<file path="src/design/stepper_accel_profile_unit_defines.svh">
// Assertion helpers shared by the stepper ramp RTL
`ifndef STEPPER_ACCEL_PROFILE_UNIT_DEFINES_SVH
`define STEPPER_ACCEL_PROFILE_UNIT_DEFINES_SVH

// Same-cycle implication, checked outside reset
`define SAPU_ASSERT_IMPL(lbl, clk, rst_n, ante, cons, msg) \
    lbl: assert property (@(posedge clk) disable iff (!(rst_n)) (ante) |-> (cons)) \
        else $error(msg);

// Next-cycle implication, checked outside reset
`define SAPU_ASSERT_NEXT(lbl, clk, rst_n, ante, cons, msg) \
    lbl: assert property (@(posedge clk) disable iff (!(rst_n)) (ante) |=> (cons)) \
        else $error(msg);

`endif

</file>
<file path="src/design/sapu_pkg.sv">
`default_nettype none
package sapu_pkg;

    // configuration register indexes
    localparam logic [1:0] CFG_FIRST_INTERVAL = 2'd0;
    localparam logic [1:0] CFG_MIN_INTERVAL   = 2'd1;
    localparam logic [1:0] CFG_STOP_NUMERATOR = 2'd2;

    localparam int CFG_W      = 60;
    localparam int INTERVAL_W = 32;
    localparam int STOP_W     = 31;
    localparam int PERIOD_W   = 24;

    localparam logic [INTERVAL_W-1:0] FIRST_INTERVAL_RST = 32'd244738048;
    localparam logic [INTERVAL_W-1:0] MIN_INTERVAL_RST   = 32'd256000000;
    localparam logic [CFG_W-1:0]      STOP_NUMERATOR_RST = 60'd32768000000000000;

    localparam logic [STOP_W-1:0]     STOP_MAX     = 31'h7FFF_FFFF;
    localparam logic [31:0]           RAMP_MAX     = 32'h7FFF_FFFF;
    localparam logic [PERIOD_W-1:0]   PERIOD_MAX   = 24'hFF_FFFF;
    localparam logic [INTERVAL_W-1:0] INTERVAL_MAX = 32'hFFFF_FFFF;

    // serial arithmetic unit
    localparam int OPA_W     = 60;
    localparam int OPB_W     = 64;
    localparam int RES_W     = 64;
    localparam int MUL_W     = 32;
    localparam int MUL_STEPS = 32;
    localparam int DIV_STEPS = 60;
    localparam int COUNT_W   = 6;

    typedef enum logic {
        OP_MUL,
        OP_DIV
    } t_op;

    typedef struct packed {
        logic             start;
        t_op              op;
        logic [OPA_W-1:0] opa;
        logic [OPB_W-1:0] opb;
    } t_ser_cmd;

    typedef struct packed {
        logic             done;
        logic [RES_W-1:0] result;
    } t_ser_rsp;

endpackage
`default_nettype wire

</file>
<file path="src/design/sapu_serial.sv">
`default_nettype none
`include "stepper_accel_profile_unit_defines.svh"
module sapu_serial (
    input  wire logic               i_clk,
    input  wire logic               i_rst_n,
    input  wire sapu_pkg::t_ser_cmd i_cmd,
    output sapu_pkg::t_ser_rsp      o_rsp
);

    logic                           r_busy;
    logic                           r_done;
    sapu_pkg::t_op                  r_op;
    logic [sapu_pkg::COUNT_W-1:0]   r_count;
    logic [sapu_pkg::MUL_W-1:0]     r_mcand;
    logic [sapu_pkg::MUL_W-1:0]     r_hi;
    logic [sapu_pkg::MUL_W-1:0]     r_lo;
    logic [sapu_pkg::OPA_W-1:0]     r_quo;
    logic [sapu_pkg::OPB_W-1:0]     r_rem;
    logic [sapu_pkg::OPB_W-1:0]     r_dvs;

    logic [sapu_pkg::MUL_W:0]       n_sum;
    logic [sapu_pkg::OPB_W:0]       n_shift;
    logic [sapu_pkg::OPB_W+1:0]     n_diff;

    // one multiplier bit per cycle: add and shift right
    assign n_sum = {1'b0, r_hi} + (r_lo[0] ? {1'b0, r_mcand} : '0);

    // one quotient bit per cycle: shift in, trial subtract
    assign n_shift = {r_rem, r_quo[sapu_pkg::OPA_W-1]};
    assign n_diff  = {1'b0, n_shift} - {2'b00, r_dvs};

    always_ff @(posedge i_clk) begin
        if (!i_rst_n) begin
            r_busy  <= 1'b0;
            r_done  <= 1'b0;
            r_count <= '0;
        end else begin
            r_done <= 1'b0;
            if (i_cmd.start) begin
                r_busy <= 1'b1;
                r_op   <= i_cmd.op;
                case (i_cmd.op)
                    sapu_pkg::OP_MUL: begin
                        r_mcand <= i_cmd.opa[sapu_pkg::MUL_W-1:0];
                        r_hi    <= '0;
                        r_lo    <= i_cmd.opb[sapu_pkg::MUL_W-1:0];
                        r_count <= sapu_pkg::COUNT_W'(sapu_pkg::MUL_STEPS - 1);
                    end
                    default: begin
                        r_quo   <= i_cmd.opa;
                        r_rem   <= '0;
                        r_dvs   <= i_cmd.opb;
                        r_count <= sapu_pkg::COUNT_W'(sapu_pkg::DIV_STEPS - 1);
                    end
                endcase
            end else if (r_busy) begin
                case (r_op)
                    sapu_pkg::OP_MUL: begin
                        r_hi <= n_sum[sapu_pkg::MUL_W:1];
                        r_lo <= {n_sum[0], r_lo[sapu_pkg::MUL_W-1:1]};
                    end
                    default: begin
                        if (!n_diff[sapu_pkg::OPB_W+1]) begin
                            r_rem <= n_diff[sapu_pkg::OPB_W-1:0];
                            r_quo <= {r_quo[sapu_pkg::OPA_W-2:0], 1'b1};
                        end else begin
                            r_rem <= n_shift[sapu_pkg::OPB_W-1:0];
                            r_quo <= {r_quo[sapu_pkg::OPA_W-2:0], 1'b0};
                        end
                    end
                endcase
                // finish on the last bit
                if (r_count == '0) begin
                    r_busy <= 1'b0;
                    r_done <= 1'b1;
                end else begin
                    r_count <= r_count - 1'b1;
                end
            end
        end
    end

    assign o_rsp.done   = r_done;
    assign o_rsp.result = (r_op == sapu_pkg::OP_MUL) ? {r_hi, r_lo}
                        : {{(sapu_pkg::RES_W - sapu_pkg::OPA_W){1'b0}}, r_quo};

    `SAPU_ASSERT_IMPL(a_no_start_busy, i_clk, i_rst_n, i_cmd.start, !r_busy, "start while busy")
    `SAPU_ASSERT_IMPL(a_done_after_busy, i_clk, i_rst_n, r_done, $past(r_busy), "stray done")
    `SAPU_ASSERT_NEXT(a_done_pulse, i_clk, i_rst_n, r_done, !r_done && !r_busy, "done too long")

endmodule
`default_nettype wire

</file>
<file path="src/design/stepper_accel_profile_unit.sv">
// Stepper pulse generator with a trapezoidal speed ramp.
// Input channel (i_in_valid / o_in_ready) carries one word per item: i_kind 0 is a
// one-microsecond tick, i_kind 1 loads i_target_position as the new target.
// Output channel (o_out_valid / i_out_ready) returns exactly one word per item with
// the step flag, coil pattern, position, direction, busy flag and step interval.
// The configuration port (i_cfg_we, i_cfg_index, i_cfg_data) loads first_interval,
// min_interval and stop_numerator; write only while no item is in flight.
// A tick that does not step or an unchanged target skips the ramp update and goes to the
// output hand-over. A step or a new target runs the ramp update on one shared
// bit-serial unit: a square of the interval (skipped when stopped), a divide for
// steps-to-stop and a divide for the interval term. One item is worked on at a
// time; the next is taken as soon as the previous word sits in the output register.
// Reset (synchronous, active low) clears position, target and ramp state and loads
// the register defaults; no word is pending after reset.
// A stalled receiver holds the output word; one more item may be taken meanwhile
// and its word waits until the register frees.
`default_nettype none
`include "stepper_accel_profile_unit_defines.svh"
module stepper_accel_profile_unit #(
    parameter int POSITION_BITS = 32,
    parameter int FRACTION_BITS = 8
) (
    input  wire logic               i_clk,
    input  wire logic               i_rst_n,
    input  wire logic               i_cfg_we,
    input  wire logic [1:0]         i_cfg_index,
    input  wire logic [59:0]        i_cfg_data,
    input  wire logic               i_in_valid,
    output logic                    o_in_ready,
    input  wire logic               i_kind,
    input  wire logic signed [31:0] i_target_position,
    output logic                    o_out_valid,
    input  wire logic               i_out_ready,
    output logic                    o_stepped,
    output logic [3:0]              o_coil_pattern,
    output logic signed [31:0]      o_position,
    output logic                    o_moving_clockwise,
    output logic                    o_busy_res,
    output logic [23:0]             o_interval_us
);

    localparam int PB     = POSITION_BITS;
    localparam int DIST_W = ((POSITION_BITS > 31) ? POSITION_BITS : 31) + 3;

    typedef enum logic [3:0] {
        S_IDLE,
        S_DIST,
        S_MUL,
        S_DIVS,
        S_DECIDE,
        S_PREP,
        S_DIVD,
        S_FIN,
        S_OUT
    } t_state;

    // configuration
    logic [sapu_pkg::INTERVAL_W-1:0] r_first_interval;
    logic [sapu_pkg::INTERVAL_W-1:0] r_min_interval;
    logic [sapu_pkg::CFG_W-1:0]      r_stop_numerator;

    // motion state
    t_state                          r_state;
    logic [PB-1:0]                   r_position;
    logic [PB-1:0]                   r_goal;
    logic signed [31:0]              r_ramp;
    logic [sapu_pkg::INTERVAL_W-1:0] r_interval;
    logic [sapu_pkg::PERIOD_W-1:0]   r_step_period;
    logic                            r_dir;
    logic                            r_in_motion;
    logic [31:0]                     r_ticks;
    logic signed [DIST_W-1:0]        r_dist;
    logic [sapu_pkg::STOP_W-1:0]     r_stop;
    logic                            r_stepped;
    sapu_pkg::t_ser_cmd              r_cmd;
    sapu_pkg::t_ser_rsp              w_rsp;

    // output word
    logic                            r_out_valid;
    logic                            r_out_stepped;
    logic [3:0]                      r_out_coil;
    logic [31:0]                     r_out_position;
    logic                            r_out_dir;
    logic                            r_out_busy;
    logic [sapu_pkg::PERIOD_W-1:0]   r_out_interval;

    logic [PB+31:0]                  n_target_ext;
    logic [PB-1:0]                   n_target;
    logic [31:0]                     n_ticks;
    logic signed [DIST_W-1:0]        n_dist;
    logic signed [DIST_W-1:0]        n_stop_s;
    logic signed [DIST_W-1:0]        n_dsum;
    logic                            n_dist_zero;
    logic                            n_dist_pos;
    logic                            n_far;
    logic                            n_cw_side;
    logic signed [31:0]              n_neg_stop;
    logic signed [31:0]              n_neg_ramp;
    logic signed [31:0]              n_ramp_dec;
    logic signed [33:0]              n_den;
    logic [33:0]                     n_mag;
    logic [33:0]                     n_csum;
    logic [sapu_pkg::INTERVAL_W-1:0] n_csat;
    logic [sapu_pkg::INTERVAL_W-1:0] n_cnew;
    logic [sapu_pkg::INTERVAL_W-1:0] n_ipart;
    logic [sapu_pkg::PERIOD_W-1:0]   n_period;
    logic [sapu_pkg::OPA_W-1:0]      n_quot;
    logic [PB+31:0]                  n_pos_ext;

    sapu_serial u_serial (
        .i_clk   (i_clk),
        .i_rst_n (i_rst_n),
        .i_cmd   (r_cmd),
        .o_rsp   (w_rsp)
    );

    // load configuration registers
    always_ff @(posedge i_clk) begin
        if (!i_rst_n) begin
            r_first_interval <= sapu_pkg::FIRST_INTERVAL_RST;
            r_min_interval   <= sapu_pkg::MIN_INTERVAL_RST;
            r_stop_numerator <= sapu_pkg::STOP_NUMERATOR_RST;
        end else if (i_cfg_we) begin
            case (i_cfg_index)
                sapu_pkg::CFG_FIRST_INTERVAL:
                    r_first_interval <= i_cfg_data[sapu_pkg::INTERVAL_W-1:0];
                sapu_pkg::CFG_MIN_INTERVAL:
                    r_min_interval <= i_cfg_data[sapu_pkg::INTERVAL_W-1:0];
                sapu_pkg::CFG_STOP_NUMERATOR:
                    r_stop_numerator <= i_cfg_data;
                default: ;
            endcase
        end
    end

    // target folded into the position width
    assign n_target_ext = {{PB{i_target_position[31]}}, i_target_position};
    assign n_target     = n_target_ext[PB-1:0];

    // saturating elapsed-tick count
    assign n_ticks = (r_ticks == 32'hFFFF_FFFF) ? r_ticks : r_ticks + 32'd1;

    // exact signed distance to the target
    assign n_dist = $signed({{(DIST_W-PB){r_goal[PB-1]}}, r_goal})
                  - $signed({{(DIST_W-PB){r_position[PB-1]}}, r_position});

    // pick accelerate or decelerate from steps-to-stop
    assign n_dist_zero = (r_dist == '0);
    assign n_dist_pos  = !r_dist[DIST_W-1] && !n_dist_zero;
    assign n_stop_s    = $signed({{(DIST_W-sapu_pkg::STOP_W){1'b0}}, r_stop});
    assign n_dsum      = r_dist + n_stop_s;
    assign n_far       = n_dist_pos ? (n_stop_s < r_dist) : n_dsum[DIST_W-1];
    assign n_cw_side   = n_dist_pos ? r_dir : !r_dir;
    assign n_neg_stop  = -$signed({1'b0, r_stop});
    assign n_neg_ramp  = -r_ramp;

    always_comb begin
        n_ramp_dec = r_ramp;
        if (!n_dist_zero) begin
            if (!r_ramp[31] && (r_ramp != '0)) begin
                if (!n_far || !n_cw_side) n_ramp_dec = n_neg_stop;
            end else if (r_ramp[31]) begin
                if (n_far && n_cw_side) n_ramp_dec = n_neg_ramp;
            end
        end
    end

    // denominator 4n+1 and its magnitude
    assign n_den = $signed({r_ramp, 2'b01});
    assign n_mag = n_den[33] ? 34'(-n_den) : 34'(n_den);

    // apply the recurrence term, saturate, clamp at the shortest interval
    assign n_csum = r_ramp[31] ? ({2'b00, r_interval} + {1'b0, w_rsp.result[32:0]})
                               : ({2'b00, r_interval} - {1'b0, w_rsp.result[32:0]});
    assign n_csat = (|n_csum[33:32]) ? sapu_pkg::INTERVAL_MAX : n_csum[31:0];
    assign n_cnew = (n_csat < r_min_interval) ? r_min_interval : n_csat;

    // integer microseconds of the interval
    assign n_ipart  = r_interval >> FRACTION_BITS;
    assign n_period = (|n_ipart[31:24]) ? sapu_pkg::PERIOD_MAX : n_ipart[23:0];

    assign n_quot    = w_rsp.result[sapu_pkg::OPA_W-1:0];
    assign n_pos_ext = {{32{r_position[PB-1]}}, r_position};

    // sequencer for one item
    always_ff @(posedge i_clk) begin
        if (!i_rst_n) begin
            r_state       <= S_IDLE;
            r_position    <= '0;
            r_goal        <= '0;
            r_ramp        <= '0;
            r_interval    <= '0;
            r_step_period <= '0;
            r_dir         <= 1'b0;
            r_in_motion   <= 1'b0;
            r_ticks       <= '0;
            r_cmd.start   <= 1'b0;
            r_out_valid   <= 1'b0;
        end else begin
            r_cmd.start <= 1'b0;
            if (r_out_valid && i_out_ready) r_out_valid <= 1'b0;
            case (r_state)
                S_IDLE: begin
                    if (i_in_valid) begin
                        r_stepped <= 1'b0;
                        r_state   <= S_OUT;
                        if (i_kind) begin
                            if (n_target != r_goal) begin
                                r_goal  <= n_target;
                                r_state <= S_DIST;
                            end
                        end else if (r_step_period != '0) begin
                            if (n_ticks >= {8'd0, r_step_period}) begin
                                r_position <= r_dir ? r_position + PB'(1)
                                                    : r_position - PB'(1);
                                r_ticks    <= '0;
                                r_stepped  <= 1'b1;
                                r_state    <= S_DIST;
                            end else begin
                                r_ticks <= n_ticks;
                            end
                        end
                    end
                end
                S_DIST: begin
                    r_dist <= n_dist;
                    if (r_in_motion) begin
                        r_cmd.start <= 1'b1;
                        r_cmd.op    <= sapu_pkg::OP_MUL;
                        r_cmd.opa   <= {28'd0, r_interval};
                        r_cmd.opb   <= {32'd0, r_interval};
                        r_state     <= S_MUL;
                    end else begin
                        r_stop  <= '0;
                        r_state <= S_DECIDE;
                    end
                end
                S_MUL: begin
                    if (w_rsp.done) begin
                        if (w_rsp.result == '0) begin
                            r_stop  <= sapu_pkg::STOP_MAX;
                            r_state <= S_DECIDE;
                        end else begin
                            r_cmd.start <= 1'b1;
                            r_cmd.op    <= sapu_pkg::OP_DIV;
                            r_cmd.opa   <= r_stop_numerator;
                            r_cmd.opb   <= w_rsp.result;
                            r_state     <= S_DIVS;
                        end
                    end
                end
                S_DIVS: begin
                    if (w_rsp.done) begin
                        r_stop  <= (|n_quot[sapu_pkg::OPA_W-1:sapu_pkg::STOP_W])
                                 ? sapu_pkg::STOP_MAX : n_quot[sapu_pkg::STOP_W-1:0];
                        r_state <= S_DECIDE;
                    end
                end
                S_DECIDE: begin
                    if (n_dist_zero && (r_stop <= 31'd1)) begin
                        // target reached at rest speed: stop
                        r_step_period <= '0;
                        r_in_motion   <= 1'b0;
                        r_ramp        <= '0;
                        r_state       <= S_OUT;
                    end else begin
                        r_ramp  <= n_ramp_dec;
                        r_state <= S_PREP;
                    end
                end
                S_PREP: begin
                    if (r_ramp == '0) begin
                        r_interval <= r_first_interval;
                        r_dir      <= n_dist_pos;
                        r_state    <= S_FIN;
                    end else begin
                        r_cmd.start <= 1'b1;
                        r_cmd.op    <= sapu_pkg::OP_DIV;
                        r_cmd.opa   <= {27'd0, r_interval, 1'b0};
                        r_cmd.opb   <= {30'd0, n_mag};
                        r_state     <= S_DIVD;
                    end
                end
                S_DIVD: begin
                    if (w_rsp.done) begin
                        r_interval <= n_cnew;
                        r_state    <= S_FIN;
                    end
                end
                S_FIN: begin
                    r_ramp        <= (r_ramp == $signed(sapu_pkg::RAMP_MAX))
                                   ? r_ramp : r_ramp + 32'sd1;
                    r_step_period <= n_period;
                    r_in_motion   <= 1'b1;
                    r_state       <= S_OUT;
                end
                S_OUT: begin
                    // hand the word over once the output register frees
                    if (!r_out_valid || i_out_ready) begin
                        r_out_valid    <= 1'b1;
                        r_out_stepped  <= r_stepped;
                        r_out_coil     <= 4'b1000 >> r_position[1:0];
                        r_out_position <= n_pos_ext[31:0];
                        r_out_dir      <= r_dir;
                        r_out_busy     <= r_in_motion || (r_goal != r_position);
                        r_out_interval <= r_step_period;
                        r_state        <= S_IDLE;
                    end
                end
                default: r_state <= S_IDLE;
            endcase
        end
    end

    assign o_in_ready         = (r_state == S_IDLE);
    assign o_out_valid        = r_out_valid;
    assign o_stepped          = r_out_stepped;
    assign o_coil_pattern     = r_out_coil;
    assign o_position         = $signed(r_out_position);
    assign o_moving_clockwise = r_out_dir;
    assign o_busy_res         = r_out_busy;
    assign o_interval_us      = r_out_interval;

    `SAPU_ASSERT_IMPL(a_rest_state, i_clk, i_rst_n, !r_in_motion, (r_ramp == '0) && (r_step_period == '0), "ramp state left at rest")
    `SAPU_ASSERT_NEXT(a_accept_busy, i_clk, i_rst_n, i_in_valid && o_in_ready, r_state != S_IDLE, "item accepted but not processed")
    `SAPU_ASSERT_IMPL(a_word_from_out, i_clk, i_rst_n, $rose(r_out_valid), $past(r_state == S_OUT), "output word outside hand-over")

endmodule
`default_nettype wire

</file>
<file path="config.mk">
export PLATFORM = sky130hd
export DESIGN_NAME = stepper_accel_profile_unit
export DESIGN_NICKNAME = d
export VERILOG_FILES = /design/src/design/sapu_pkg.sv /design/src/design/sapu_serial.sv /design/src/design/stepper_accel_profile_unit.sv
export VERILOG_INCLUDE_DIRS = /design/src /design/src/design
export SDC_FILE = /design/constraint.sdc
export NUM_CORES = 2
export LEC_CHECK = 0
export ABC_AREA = 1
export BUFFER_PORTS_ARGS = -buffer_cell sky130_fd_sc_hd__buf_2
export CAP_MARGIN = 20
export CELL_PAD_IN_SITES_DETAIL_PLACEMENT = 0
export CELL_PAD_IN_SITES_GLOBAL_PLACEMENT = 1
export CORE_MARGIN = 3
export CORE_UTILIZATION = 40
export CTS_CLUSTER_DIAMETER = 60
export CTS_CLUSTER_SIZE = 16
export DETAILED_ROUTE_END_ITERATION = 10
export PLACE_DENSITY_LB_ADDON = 0.12
export SLEW_MARGIN = 10
export SYNTH_ARGS = -nofsm -noshare
export SYNTH_HDL_FRONTEND = slang
export SYNTH_SLANG_ARGS = --single-unit
</file>
<file path="constraint.sdc">
create_clock -name i_clk -period 16.65 [get_ports i_clk]
set_input_delay 3.33 -clock i_clk [delete_from_list [all_inputs] [get_ports i_clk]]
set_output_delay 3.33 -clock i_clk [all_outputs]
set_load 0.02 [all_outputs]
</file>
Word level (Yosys, flattened, before mapping)
Index checks and enable logic that the tools add are counted.

Bits in read-only memories: 0. Register bits: 864. Input port bits: 100. Memory bits (writable): 0. Word-level logic and storage cells: 233. Bits in latches: 0. Memories kept: 0.

Equal/unequal tests: 35. Reduce and logical (&&, ||, !) cells: 56. Order comparisons: 4. Multipliers: 0. Add/subtract/negate cells: 14. Divide/modulo/power cells: 0. Shift-type cells: 1. Bitwise logic cells: 5. Muxes and demuxes: 81.

Operators by type and width (number): $mux 32 (23); $mux 126 (4); $mux 64 (6); $pmux 126 s3 (1); $mux 60 (4); $mux 31 (5); $pmux 32 s2 (2); $pmux 31 s3 (1); $mux 34 (2); $sub 65x64->66 (1); $add 32x1->32 const B (2); $eq 32x32->1 const B (2); $logic_not 64->1 (1); $ne 32x32->1 (2); $pmux 24 s2 (1); $mux 4 (10); $pmux 4 s9 (1); $add 35x32->35 (1); $logic_not 35->1 (1); $lt 32x35->1 (1); $add 32x33->34 (1); $neg 34->34 (1); $sub 32x33->34 (1); $add 32x33->33 (1); other kinds (45) (121).

Logic depth before layout (Yosys ltp)
Depth in word-level cells: 11. Depth in mapped cells: 49. Gate-level depth less buffers: 45.

By module
Synthesis repeated with hierarchy kept, for this count alone.

Cells, all modules: 7245. Area total of the unflattened synthesis: 54442.2 um2.

By module, submodules not included: stepper_accel_profile_unit (seq. area each 13923.4 um2, area each 33774.9 um2, times used 1, cells an instance 4329); sapu_serial (seq. area each 8718.4 um2, area each 20667.3 um2, times used 1, cells an instance 2916).

Worst setup path before layout
No wires, ideal clock.

Path type: input-to-reg. Start: in i_rst_n. End: reg r_cmd[0] in the netlist's numbering (enable). Buffers on the path: 1. Library setup time: 0.834 ns. Required time: 15.816 ns. Path slack: 2.805 ns. Stages on the path: 3. Data arrival time: 13.012 ns. Cells stage by stage: inv_1 -> clkbuf_1 -> a311oi_1.

Cells in the longest elaborated chain, start to end: 1.

Ends and longest elaborated chain: from (decl) (RTL line stepper_accel_profile_unit.sv:24) `input wire logic i_rst_n,`; $reduce_and 6->1 (no source line); to (decl) (RTL line stepper_accel_profile_unit.sv:75) `sapu_pkg::t_ser_cmd r_cmd;`.

Every way passes these cells. A chain may end at the register's enable or synchronous reset.

Worst setup path in the final report
Start: reg u_serial.r_op. End: reg r_interval[26] in the netlist's numbering.

Cells in the longest elaborated chain, start to end: 9. Elaborated cells on any way between the ends: 10. Classes of those cells: add/sub (2); order compare (1); mux (6); reduce/logical (1).

Ends and longest elaborated chain: from (decl) (RTL line sapu_serial.sv:12) `sapu_pkg::t_op r_op;`; from (signal assigned) (RTL line sapu_serial.sv:41) `r_op <= i_cmd.op;`; $mux 64 (*) (RTL line sapu_serial.sv:84) `assign o_rsp.result = (r_op == sapu_pkg::OP_MUL) ? {r_hi, r_lo}`; $sub 32x33->34 / $add 32x33->34 (equally long branches) (RTL line stepper_accel_profile_unit.sv:174, stepper_accel_profile_unit.sv:173); $mux 34 (*) (RTL line stepper_accel_profile_unit.sv:173) `assign n_csum = r_ramp[31] ? ({2'b00, r_interval} + {1'b0, w_rsp.result[32:0]})`; $reduce_or 2->1 (RTL line stepper_accel_profile_unit.sv:175) `assign n_csat = (|n_csum[33:32]) ? sapu_pkg::INTERVAL_MAX : n_csum[31:0];`; $mux 32 (*) (RTL line stepper_accel_profile_unit.sv:175); $lt 32x32->1 (RTL line stepper_accel_profile_unit.sv:176) `assign n_cnew = (n_csat < r_min_interval) ? r_min_interval : n_csat;`; $mux 32 (*) (RTL line stepper_accel_profile_unit.sv:176); $mux 32 (*) (RTL line stepper_accel_profile_unit.sv:285) `if (w_rsp.done) begin`; $pmux 32 s2 (*) (RTL line stepper_accel_profile_unit.sv:202) `case (r_state)`; to (signal assigned) (RTL line stepper_accel_profile_unit.sv:273) `r_interval <= r_first_interval;`; to (signal assigned) (RTL line stepper_accel_profile_unit.sv:286) `r_interval <= n_cnew;`; to (decl) (RTL line stepper_accel_profile_unit.sv:67) `logic [sapu_pkg::INTERVAL_W-1:0] r_interval;`.

Mark *: on every way between the ends. The rest lies on a longest branch, timed or not. The select of a mux whose other input is x is not followed.

==> metrics <==
Worst IR Drop VDD=0.07476 mV; logic depth of the worst setup path including buffers=41; Clock transition at path regs=0.07 ns; latest clock arrival within the worst-skew pair=0.72 ns; Critical Path Most Common Cell=sky130_fd_sc_hd__nand2_1; initial core utilization=40.53%; setup slack on the worst flop-to-flop path=7.68 ns; Data arrival, critical path=9.60 ns; clock root buffer master=sky130_fd_sc_hd__clkbuf_16; leftover overflow at the end of global routing=0; number of cells on the worst hold path=0; count of flip-flops with a built-in enable after synthesis=538; horizontal die dimension=363.9 um; worst slew slack as a fraction of its limit=17.69%; TNS Setup=0 ns; share of synthesized registers carrying an async set or reset=0%; critical path's largest stage delay=0.79 ns; per-cell via count in the routed design=5.344; Setup Skew=0.02966 ns; max-slew violation total from the final report=0; Routed WL per cell=21.01 um; Critical Path Fanout Max=82; post-route total power=5220 uW; post-synthesis cell type with the largest combined area=sky130_fd_sc_hd__edfxtp_1; Routability Congestion=0.9333; placed wire-length estimate=128,700 um; worst r2r path cells=41; maximum buffer depth of the clock tree=3; die outline area=132,400 um^2; max-capacitance violation count=0; initial DRC count=3,500; clock sink count=862; maximum operating frequency=111.5 MHz; most frequent standard cell in the layout excluding fill and tap cells=sky130_fd_sc_hd__nand2_1; H-tree levels=3; number of instances resized during post-cts repair=0; CP delay by family, top=simple AND/OR/NAND/NOR gates; cell area reported after detailed placement=53,590 um^2; number of rows in the core area=130; crit path time final=8.967 ns; capturing element of the worst setup path=r_interval[26]$_SDFFE_PN0P_; actual transition at the worst max-transition pin=1.222 ns; hold-fix buffer count after cts=0; beginning of the worst register-to-register path=u_serial.r_op$_DFFE_PP_; most frequent cells in the layout=1,114 x sky130_fd_sc_hd__nand2_1, 849 x sky130_fd_sc_hd__inv_1, 647 x sky130_fd_sc_hd__a21oi_1; number of non-filler instances in the completed layout=8,146; share of the core filled with cells in the final layout=45.23%; maximum number of pins on one net before global-route repair=96; post-route cell area=57,160 um^2; number of remaining DRC errors=0; proportion of netlist area held by the largest area contributor=31.54%; final setup vio count=0; RSZ-0062 raised after global routing=no; standard cell core area=126,400 um^2; layout cells sized above 1=7.762%; number of library cell types mapped by synthesis=71; run status=finished clean; overall fraction of global-route tracks in use=25.45%; initial antenna violation count=2; Num CTS Buffers=102; Leak=0.02383 uW; count of endpoints failing hold in the final timing report=0; setup bufs post-CTS=0; cell types with the largest area share after synthesis=sky130_fd_sc_hd__edfxtp_1 32%, sky130_fd_sc_hd__dfxtp_1 13%, sky130_fd_sc_hd__nand2_1 8.2%, sky130_fd_sc_hd__ha_1 7.7%, sky130_fd_sc_hd__a21oi_1 6.3%; vias=43.54k; number of buffer and inverter stages on the critical path=9; signed area change from the synthesized netlist to the final layout=11.59%; period utilisation layout=53.85%; Synth Instances=6,331; Total Routed Length=171,100 um; CTS tree=yes; final-stage net count=6,827; Initial DRT Pass Iterations=6; Setup CP Type=flip-flop to flip-flop; number of buffer cells added on primary ports=164; worst reg2reg endpoint=r_interval[26]$_SDFFE_PN0P_; worst min-delay path class=flip-flop to flip-flop; Post-Syn Nets=6,751; most common flop cell mapped by yosys=sky130_fd_sc_hd__edfxtp_1; syn_area_per_cell=8.091 um^2; CP startpoint kind=flip-flop; required time worst endpoint=17.28 ns; Slowest-stage cell, CP=sky130_fd_sc_hd__buf_4; wire length of the first global-routing pass=258,300 um; ratio of total power to cell area=91.32 nW/um^2; source of the critical timing path=u_serial.r_op$_DFFE_PP_; chip height=363.9 um; portion of the post-synthesis area used by sequential elements=44.20%; I/O pins=165; Antenna Nets Post-Route=0; number of flip-flops and latches in the synthesized netlist=862; number of global-route vias before repair=42.41k; Worst Setup End Kind=flip-flop; Warnings, synthesis=0; post-synthesis instance area=51,220 um^2; Cells after DPL=7,951
## logic make-up (layout without fill, tap and decap cells)
group / after synthesis / in the layout / synth area share (%)
flip-flops: 862 / 862 / 44.20
XOR/XNOR: 275 / 275 / 4.702
AND/OR/NAND/NOR: 2269 / 2269 / 18.70
adder cells (fa/ha/maj): 320 / 320 / 7.890
AO/OA/AOI/OAI: 1499 / 1499 / 16.10
multiplexers: 1 / 1 / 0.01954
other: 0 / 3 / 0
buffers and inverters: 1105 / 1267 / 8.383
## worst min-delay path by stage
stage / startpoint / endpoint / slack (ns)
floorplan: r_stepped$_SDFFCE_PP0P_ / o_stepped$_DFFE_PP_ / 0.40
global placement: r_cmd[41]$_DFFE_PP_ / u_serial.r_dvs[41]$_DFFE_PP_ / 0.40
detailed placement: r_cmd[41]$_DFFE_PP_ / u_serial.r_dvs[41]$_DFFE_PP_ / 0.40
CTS: r_cmd[37]$_DFFE_PP_ / u_serial.r_dvs[37]$_DFFE_PP_ / 0.42
global route: r_cmd[41]$_DFFE_PP_ / u_serial.r_dvs[41]$_DFFE_PP_ / 0.43
finish: r_cmd[56]$_DFFE_PP_ / u_serial.r_dvs[56]$_DFFE_PP_ / 0.42
## through the flow
| step | hold WS [ns] | worst slack [ns] |
|---|---|---|
| CTS | 0.4157 | 7.423 |
| global placement | 0.4036 | 7.643 |
| finish | 0.4190 | 7.683 |
| floorplan | 0.4003 | 2.805 |
| detailed placement | 0.4045 | 7.447 |
| global route | 0.4345 | 6.729 |
## layer usage
| layer | routed length [um] | GRT usage [%] |
|---|---|---|
| met4 | 5937 | 8.373 |
| met5 | 13 | 0 |
| met1 | 78390 | 34.83 |
| met3 | 10350 | 5.032 |
| met2 | 76450 | 40.36 |
## final cells by class
| type | count | area, um^2 |
|---|---|---|
| Tap cell | 1650 | 2064 |
| Inverter | 864 | 3246 |
| Timing Repair Buffer | 213 | 1282 |
| Antenna cell | 3 | 7.507 |
| Multi-Input combinational cell | 4364 | 24410 |
| Clock buffer | 112 | 2695 |
| Clock inverter | 78 | 812.0 |
| Fill cell | 12690 | 69220 |
| Sequential cell | 862 | 22650 |
## worst reg2reg max path, delay by kind of cell (launching register included)
| kind | cells | cell delay (ns) |
|---|---|---|
| fa+ha+maj | 2 | 0.68 |
| flops | 1 | 0.75 |
| compound gates | 6 | 1.65 |
| xor+xnor | 1 | 0.12 |
| buf+inv | 9 | 2.12 |
| simple gates | 23 | 3.58 |
## power by group
| part | internal (uW) | total, uW | switching (uW) |
|---|---|---|---|
| logic | 180 | 555 | 375 |
| clock network | 1250 | 2320 | 1070 |
| registers | 2300 | 2340 | 42.7 |
| total | 3730 | 5220 | 1490 |
## synthesized netlist by cell type, types with 123 or more instances
cell                       number
sky130_fd_sc_hd__a21oi_1      648
sky130_fd_sc_hd__clkbuf_1     187
sky130_fd_sc_hd__dfxtp_1      324
sky130_fd_sc_hd__edfxtp_1     538
sky130_fd_sc_hd__ha_1         315
sky130_fd_sc_hd__inv_1        852
sky130_fd_sc_hd__nand2_1     1114
sky130_fd_sc_hd__nand3_1      246
sky130_fd_sc_hd__nor2_1       615
sky130_fd_sc_hd__o21ai_0      559
sky130_fd_sc_hd__xnor2_1      123
sky130_fd_sc_hd__xor2_1       152
## sequential cells by signal, summed over array words and instances, names as in the netlist, 33 cells and up
register	count
r_stop_numerator	60
u_serial.r_rem	64
u_serial.r_quo	60
u_serial.r_dvs	64
r_cmd	126
r_dist	33
Power figures use the tool's default switching activity.
